`src/design/pct4_pkg.sv`:
```
`timescale 1ns / 1ps

package pct4_pkg;

    localparam int NUM_CH     = 4;
    localparam int CNT_W      = 16;
    localparam int PRESC_W    = 9;
    localparam int SHIFT_W    = 4;
    localparam int MAX_SHIFT  = 9;
    localparam int CFG_ADDR_W = 8;
    localparam int CFG_DATA_W = 32;

    localparam logic [SHIFT_W-1:0]    PRESCALE_RESET = SHIFT_W'(1);

    localparam logic [CFG_ADDR_W-1:0] REG_PRESCALE  = CFG_ADDR_W'(0);
    localparam logic [CFG_ADDR_W-1:0] REG_MODE      = CFG_ADDR_W'(1);
    localparam logic [CFG_ADDR_W-1:0] REG_INTERVAL0 = CFG_ADDR_W'(2);
    localparam logic [CFG_ADDR_W-1:0] REG_ENABLE    = CFG_ADDR_W'(6);

    typedef struct packed {
        logic base_tick;
        logic count_pulse;
    } t_in_item;

    typedef struct packed {
        logic [CNT_W-1:0]  count_value;
        logic [NUM_CH-1:0] fired_mask;
    } t_out_item;

    typedef struct packed {
        logic [SHIFT_W-1:0]           prescale_shift;
        logic                         count_mode;
        logic [NUM_CH-1:0][CNT_W-1:0] interval;
        logic [NUM_CH-1:0]            channel_enable;
    } t_cfg;

endpackage

```
`src/design/pct4_cfg.sv`:
```
`timescale 1ns / 1ps

module pct4_cfg import pct4_pkg::*; (
    input  logic                  i_clk,
    input  logic                  i_rst_n,
    input  logic                  i_wr_en,
    input  logic [CFG_ADDR_W-1:0] i_wr_index,
    input  logic [CFG_DATA_W-1:0] i_wr_data,
    output t_cfg                  o_cfg,
    output logic [NUM_CH-1:0]     o_load,
    output logic [CNT_W-1:0]      o_load_value
);

    t_cfg r_cfg;
    t_cfg n_cfg;

    always_comb begin
        n_cfg  = r_cfg;
        o_load = '0;
        if (i_wr_en) begin
            if (i_wr_index == REG_PRESCALE) begin
                n_cfg.prescale_shift = i_wr_data[SHIFT_W-1:0];
            end
            if (i_wr_index == REG_MODE) begin
                n_cfg.count_mode = i_wr_data[0];
            end
            for (int ch = 0; ch < NUM_CH; ch++) begin
                if (i_wr_index == REG_INTERVAL0 + CFG_ADDR_W'(ch)) begin
                    n_cfg.interval[ch] = i_wr_data[CNT_W-1:0];
                    o_load[ch]         = 1'b1;
                end
            end
            if (i_wr_index == REG_ENABLE) begin
                n_cfg.channel_enable = i_wr_data[NUM_CH-1:0];
            end
        end
    end

    always_ff @(posedge i_clk) begin
        if (!i_rst_n) begin
            r_cfg.prescale_shift <= PRESCALE_RESET;
            r_cfg.count_mode     <= 1'b0;
            r_cfg.interval       <= '0;
            r_cfg.channel_enable <= '0;
        end else begin
            r_cfg <= n_cfg;
        end
    end

    assign o_cfg        = r_cfg;
    assign o_load_value = i_wr_data[CNT_W-1:0];

endmodule

```
`src/design/pct4_core.sv`:
```
`timescale 1ns / 1ps

module pct4_core import pct4_pkg::*; (
    input  logic              i_clk,
    input  logic              i_rst_n,
    input  t_cfg              i_cfg,
    input  logic [NUM_CH-1:0] i_load,
    input  logic [CNT_W-1:0]  i_load_value,
    input  logic              i_step,
    input  t_in_item          i_item,
    output t_out_item         o_result,
    output logic [CNT_W-1:0]  o_count
);

    logic [PRESC_W-1:0]           r_presc;
    logic [PRESC_W-1:0]           n_presc;
    logic [CNT_W-1:0]             r_count;
    logic [CNT_W-1:0]             n_count;
    logic [NUM_CH-1:0][CNT_W-1:0] r_cmp;
    logic [NUM_CH-1:0][CNT_W-1:0] n_cmp;

    logic [SHIFT_W-1:0] w_shift;
    logic [PRESC_W:0]   w_presc_inc;
    logic [PRESC_W:0]   w_limit;
    logic [CNT_W-1:0]   w_count_inc;
    logic               w_advance;
    logic [NUM_CH-1:0]  w_fired;

    always_comb begin
        w_shift     = (i_cfg.prescale_shift > SHIFT_W'(MAX_SHIFT)) ?
                      SHIFT_W'(MAX_SHIFT) : i_cfg.prescale_shift;
        w_presc_inc = {1'b0, r_presc} + (PRESC_W+1)'(1);
        w_limit     = (PRESC_W+1)'(1) << w_shift;
        w_count_inc = r_count + CNT_W'(1);
        n_presc     = r_presc;
        w_advance   = 1'b0;
        if (i_step) begin
            if (!i_cfg.count_mode) begin
                if (i_item.base_tick) begin
                    if (w_presc_inc >= w_limit) begin
                        n_presc   = '0;
                        w_advance = 1'b1;
                    end else begin
                        n_presc = w_presc_inc[PRESC_W-1:0];
                    end
                end
            end else begin
                w_advance = i_item.count_pulse;
            end
        end
        n_count = w_advance ? w_count_inc : r_count;
    end

    always_comb begin
        for (int ch = 0; ch < NUM_CH; ch++) begin
            w_fired[ch] = w_advance && i_cfg.channel_enable[ch] && (r_cmp[ch] == w_count_inc);
            if (i_load[ch]) begin
                n_cmp[ch] = i_load_value;
            end else if (w_fired[ch]) begin
                n_cmp[ch] = r_cmp[ch] + i_cfg.interval[ch];
            end else begin
                n_cmp[ch] = r_cmp[ch];
            end
        end
    end

    // interval writes reload the compare register at the same edge as the config register
    always_ff @(posedge i_clk) begin
        if (!i_rst_n) begin
            r_presc <= '0;
            r_count <= '0;
            r_cmp   <= '0;
        end else begin
            r_presc <= n_presc;
            r_count <= n_count;
            r_cmp   <= n_cmp;
        end
    end

    assign o_result.count_value = n_count;
    assign o_result.fired_mask  = w_fired;
    assign o_count              = r_count;

endmodule

```
`src/design/periodic_compare_timer_4ch.sv`:
```
`timescale 1ns / 1ps

// periodic_compare_timer_4ch: 16-bit up counter with four periodic compare channels
// input channel (i_in_valid / o_in_ready / i_in_data): one request per base tick
//   or count pulse, carrying base_tick and count_pulse
// output channel (o_out_valid / i_out_ready / o_out_data): exactly one result per
//   request, the count after it and the mask of channels that fired
// config channel (i_cfg_valid / o_cfg_ready / i_cfg_index / i_cfg_data): always
//   ready; index 0 prescale shift, 1 count mode, 2 to 5 channel intervals,
//   6 channel enables; an interval write also reloads that channel's compare value
// path: a request accepted is loaded into the input register, its result is computed
//   from there and registered in the output register, which drives o_out_valid
// throughput: one request per cycle while results are taken, set by the single pass
//   from input register through count and compare logic into the output register
// stall: while i_out_ready is low the result holds, one more request may wait in
//   the input register, then o_in_ready drops
// reset: synchronous active low; count, prescaler, compare values and intervals
//   clear, prescale shift returns to 1, both pipeline registers empty
module periodic_compare_timer_4ch import pct4_pkg::*; (
    input  logic                  i_clk,
    input  logic                  i_rst_n,
    input  logic                  i_in_valid,
    output logic                  o_in_ready,
    input  t_in_item              i_in_data,
    output logic                  o_out_valid,
    input  logic                  i_out_ready,
    output t_out_item             o_out_data,
    input  logic                  i_cfg_valid,
    output logic                  o_cfg_ready,
    input  logic [CFG_ADDR_W-1:0] i_cfg_index,
    input  logic [CFG_DATA_W-1:0] i_cfg_data
);

    logic      r_in_valid;
    t_in_item  r_in_item;
    logic      r_out_valid;
    t_out_item r_out_item;

    t_cfg              w_cfg;
    logic [NUM_CH-1:0] w_load;
    logic [CNT_W-1:0]  w_load_value;
    logic              w_out_adv;
    logic              w_step;
    t_out_item         w_result;
    logic [CNT_W-1:0]  w_count;

    assign o_cfg_ready = 1'b1;
    assign w_out_adv   = !r_out_valid || i_out_ready;
    assign w_step      = r_in_valid && w_out_adv;
    assign o_in_ready  = !r_in_valid || w_out_adv;

    pct4_cfg u_cfg (
        .i_clk        (i_clk),
        .i_rst_n      (i_rst_n),
        .i_wr_en      (i_cfg_valid),
        .i_wr_index   (i_cfg_index),
        .i_wr_data    (i_cfg_data),
        .o_cfg        (w_cfg),
        .o_load       (w_load),
        .o_load_value (w_load_value)
    );

    pct4_core u_core (
        .i_clk        (i_clk),
        .i_rst_n      (i_rst_n),
        .i_cfg        (w_cfg),
        .i_load       (w_load),
        .i_load_value (w_load_value),
        .i_step       (w_step),
        .i_item       (r_in_item),
        .o_result     (w_result),
        .o_count      (w_count)
    );

    always_ff @(posedge i_clk) begin
        if (!i_rst_n) begin
            r_in_valid  <= 1'b0;
            r_out_valid <= 1'b0;
        end else begin
            if (o_in_ready) begin
                r_in_valid <= i_in_valid;
            end
            if (w_out_adv) begin
                r_out_valid <= w_step;
            end
        end
    end

    always_ff @(posedge i_clk) begin
        if (i_in_valid && o_in_ready) begin
            r_in_item <= i_in_data;
        end
        if (w_step) begin
            r_out_item <= w_result;
        end
    end

    assign o_out_valid = r_out_valid;
    assign o_out_data  = r_out_item;

`ifndef NO_ASSERTIONS
    a_fired_enabled: assert property (@(posedge i_clk) disable iff (!i_rst_n)
        o_out_valid |-> ((o_out_data.fired_mask & ~w_cfg.channel_enable) == '0))
        else $error("fired channel not enabled");

    a_count_tracks: assert property (@(posedge i_clk) disable iff (!i_rst_n)
        o_out_valid |-> (o_out_data.count_value == w_count))
        else $error("shown count differs from count register");

    a_step_when_room: assert property (@(posedge i_clk) disable iff (!i_rst_n)
        w_step |=> o_out_valid)
        else $error("stepped request produced no result");

    a_reset_empty: assert property (@(posedge i_clk)
        !i_rst_n |=> (!o_out_valid && !r_in_valid))
        else $error("pipeline not empty after reset");
`endif

endmodule

```
`config.mk`:
```
export PLATFORM = sky130hd
export DESIGN_NAME = periodic_compare_timer_4ch
export DESIGN_NICKNAME = d
export VERILOG_FILES = /design/src/design/pct4_pkg.sv /design/src/design/pct4_cfg.sv /design/src/design/pct4_core.sv /design/src/design/periodic_compare_timer_4ch.sv
export SDC_FILE = /design/constraint.sdc
export NUM_CORES = 1
export LEC_CHECK = 0
export BUFFER_PORTS_ARGS = -buffer_cell sky130_fd_sc_hd__buf_2
export CAP_MARGIN = 0
export CORE_ASPECT_RATIO = 0.7
export CORE_MARGIN = 2
export CORE_UTILIZATION = 35
export CTS_CLUSTER_DIAMETER = 120
export DETAILED_ROUTE_END_ITERATION = 10
export GPL_ROUTABILITY_DRIVEN = 0
export HOLD_SLACK_MARGIN = 0.02
export MAX_ROUTING_LAYER = met4
export SLEW_MARGIN = 20
export SYNTH_ARGS = -nofsm -noshare
export SYNTH_HDL_FRONTEND = slang
export SYNTH_HIERARCHICAL = 1
export SYNTH_SLANG_ARGS = --single-unit
```
`constraint.sdc`:
```
create_clock -name i_clk -period 6.1 [get_ports i_clk]
set_input_delay 0.915 -clock i_clk [delete_from_list [all_inputs] [get_ports i_clk]]
set_output_delay 0.915 -clock i_clk [all_outputs]
set_load 0.03 [all_outputs]
```
==> summary.md <==
| Metric | Value |
|---|---|
| Adder-cell share of the synthesized area | `8.07%` |
| Hold_sp | `u_cfg/o_cfg[66]$_SDFFE_PN0P_` |
| Worst slack at placement | `1.46 ns` |
| Hold Path Stages | `2` |
| Post-synth EDFFs | `22` |
| Dominant cell type by area after synthesis | `dfxtp_1` |
| Synth Instances | `1369` |
| CP max-delay cell | `or4b_1` |
| Crit path cell chain | `ha_1 -> and3_1 -> and3_1 -> nand3_1 -> xnor2_1 -> ha_1 -> o21ai_0 -> nand2b_1 -> inv_1 -> a2111oi_0 -> o21ai_1 -> buf_4 -> or4b_1 -> or4_1 -> a31oi_1` |
| Iter 0 DRT Violations | `725` |
| Hold buffers post-CTS | `0` |
| Post-route setup TNS | `0 ns` |
| Worst flop-to-flop path endpoint | `u_core/r_cmp[31]$_SDFFE_PN0P_` |
| WL final | `33700 µm` |
| DR vias | `9912` |
| Die H | `approximately 160 µm` |
| Post-synth top flop | `dfxtp_1` |
| Max cap viols | `0` |
| Hold path endpoint | `u_cfg/o_cfg[66]$_SDFFE_PN0P_` |
| Unrepaired setup endpoints after global routing | `false` |
| Clock slew at reported path FFs | `0.07 ns` |
| Xor-xnor portion of the synthesized cell area | `10.5%` |
| Largest net degree at the start of global routing | `111` |
| Total power | `approximately 2.5 mW` |
| Nets | `roughly 1500` |
| Post-CTS Resized | `0` |
| I/O pin total | `70` |
| Family with the most delay on the worst path | `simple AND/OR/NAND/NOR gates` |
| # port buffers | `52` |
| IR drop worst, VDD | `between 0.0001 and 0.00015 V` |
| WS Path Type | `reg -> reg` |
| Detailed-route wire length per cell | `approximately 18 µm` |
| Core Area | `34400 µm²` |
| Initial Util | `35.3%` |
| FMAX | `213 MHz` |
| Vias in the first global route | `9383` |
| R2R depth | `15` |
| Post-synth top area share | `between 20 and 30%` |
| DRC | `0` |
| R2r setup slk | `1.40 ns` |
| Area of the multi-input gates | `7560 µm²` |
| P&R area growth vs syn | `8.39%` |
| CTS buffer count | `17` |
| Synth warn | `6` |
| Final hold vios | `0` |
| R2r startpoint | `u_core/r_presc[0]$_SDFFE_PN0P_` |
| Syn Std Cell Area | `~12000 µm²` |
| Outcome | `finished, final reports clean` |
| Setup ws final | `1.40 ns` |
| Die W | `227 µm` |
| Critical path startpoint category | `register` |
| FILL cells | `between 3000 and 4000` |
| Clock Latency Late Sink | `0.46 ns` |
| Seq cells post-synth | `186` |
| First-pass GRT wire length | `52600 µm` |
| Share of cells above drive strength 1 | `9.02%` |
| Most frequent cell after synthesis | `dfxtp_1` |
| Root buffer cell | `clkbuf_16` |
| Syn Area/Cell | `roughly 8.9 µm²` |
| Post-synthesis sequential area ratio | `32.5%` |
| Mapped Nets | `1492` |
| Simple-Gate Fraction of Synth Area | `18.6%` |
| Slew margin rel. | `31.3%` |
| Most frequent cells after synthesis | `dfxtp_1 (164), nand2_1 (146), mux2i_1 (130)` |
| Post-DRT Antenna Nets | `0` |
| Synth top area cells | `dfxtp_1 (27%), mux2i_1 (11%), ha_1 (7.4%), xnor2_1 (6.0%), edfxtp_1 (5.4%)` |
| Worst hold path type | `reg -> reg` |
| CP max FO | `18` |
| Row count | `57` |
| Post-synthesis mux area share | `10.9%` |
| Synth Area in Compound Gates | `14.0%` |
| Bufs on Longest Clock Path | `2` |
| CTS H-tree lvls | `4` |
| Post-CTS Setup Inserts | `0` |
| Die area | `36200 µm²` |
| CTS tree | `yes` |
| Worst EP arrival | `5.08 ns` |
| Async SR Flop Fraction | `0%` |
| Synth cell types | `81` |
| Mean number of vias per cell | `between 5 and 6` |
| Initial antenna violation count | `0` |
| Dpl hpwl | `between 20000 and 30000 µm` |
| Buf+Inv Stages, Crit Path | `2` |
| Pwr Density | `approximately 190 nW/µm²` |
| Slew Viols, Final | `0` |
| Fin crit period | `4.70 ns` |
| Slew at the pin closest to its max-slew limit | `1.03 ns` |
| Req. time, crit path | `between 6 and 7 ns` |
| Hold slack | `0.466 ns` |
| Gr usage total | `19.4%` |
| CP max stage delay | `1.02 ns` |
| GRT Residual Overflow | `0` |
| Fin crit share | `77.0%` |
| Static leakage | `5.86 nW` |
| Setup Viol. Count Final | `0` |
| TritonCTS Sinks | `186` |
| CP endpoint kind | `register` |
| Clock skew | `roughly 0.014 ns` |
| Reg area | `3940 µm²` |
| Largest family of logic cells by synthesized area | `simple AND/OR/NAND/NOR gates` |
| Drt first pass iters | `5` |
[report_power, final]
group / switching, mW / internal [mW] / total (mW)
logic: 0.0936 / 0.0302 / 0.124
clock network: 0.539 / 0.573 / 1.11
registers: 0.00577 / 1.25 / 1.25
[worst min-delay path, delay by kind of cell, from the launching register on]
family | cells | cell delay (ns)
AND/OR/NAND/NOR | 1 | 0.05
multiplexers | 1 | 0.05
flip-flops | 1 | 0.31
[stage by stage]
stage	instance area, µm²	instances	util (%)
global route	13200	1858	38.2
finish	13200	1860	38.2
CTS	13200	1858	38.2
global placement	12600	1825	36.5
floorplan	12200	1369	-
detailed placement	12600	1826	36.6
[metal layers]
metal / up-vias / track usage, % / part of all wire [%]
met5: - / - / 0
met4: 0 / 5.44 / 1.9
met3: 33 / 3.51 / 5.9
met2: 259 / 27.1 / 41
met1: 4729 / 28.4 / 51
li1: 4891 / - / -
[kinds of logic (layout without fill, tap and decap cells)]
kind of cell               after synthesis  count (layout)
xor gates and xnor gates               135             135
and+or+nand+nor                        439             439
adders and majority gates               76              76
muxes                                  132             132
AOI/OAI and AO/OA                      284             284
DFF                                    186             186
other                                    1               3
buffers and inverters                  116             133
[area by class of cell]
class / count / share of cell area, %
clock buffer: 18 / 3.26
multi-input combinational: 1067 / 57.4
tap: 472 / 4.48
clock inverter: 14 / 1.04
antenna: 2 / 0.0380
inverter: 38 / 1.08
timing repair buffer: 63 / 2.75
sequential: 186 / 29.9
[worst max-delay path by stage]
stage | from | end | slack (ns) | cells after the start
after floorplan | u_core/r_presc[0]$_SDFFE_PN0P_ | u_core/r_cmp[50]$_SDFFE_PN0P_ | 2.29 | 16
after global placement | u_core/r_presc[0]$_SDFFE_PN0P_ | u_core/r_cmp[31]$_SDFFE_PN0P_ | 1.47 | 15
after detailed placement | u_core/r_presc[0]$_SDFFE_PN0P_ | u_core/r_cmp[31]$_SDFFE_PN0P_ | 1.46 | 15
after CTS | u_core/r_presc[0]$_SDFFE_PN0P_ | u_core/r_cmp[31]$_SDFFE_PN0P_ | 1.40 | 15
after global routing | u_core/r_presc[0]$_SDFFE_PN0P_ | u_core/r_cmp[31]$_SDFFE_PN0P_ | 1.10 | 15
final | u_core/r_presc[0]$_SDFFE_PN0P_ | u_core/r_cmp[31]$_SDFFE_PN0P_ | 1.40 | 15
[sequential cells by signal (all words and copies together) (netlist names)]
name / flops
r_in_valid: 1
u_core/r_cmp: 64
u_core/o_count: 16
r_in_item: 2
o_out_data: 20
u_cfg/o_cfg: 73
o_out_valid: 1
u_core/r_presc: 9
[cells in the final DEF (no fill, tap or decap), types with 4 or more instances in the layout]
cell type  count
dfxtp_1      164
nand2_1      146
mux2i_1      130
a21oi_1       97
o21ai_0       93
xnor2_1       83
ha_1          72
nor2_1        62
buf_2         51
xor2_1        44
nor3_1        41
nand3_1       38
inv_1         37
and2_1        31
edfxtp_1      22
and3_1        20
clkbuf_16     17
nand4_1       16
nand2b_1      16
a31oi_1       14
nor2b_1       13
nand3b_1      12
o21a_1        11
buf_4         10
or3_1          8
nor3b_1        6
a21o_1         6
a31o_2         6
inv_6          5
o211ai_1       5
a211oi_1       5
o311a_1        5
a211o_1        4
xnor2_2        4
or4_1          4
fa_1           4
(Power assumes the default switching activity.)
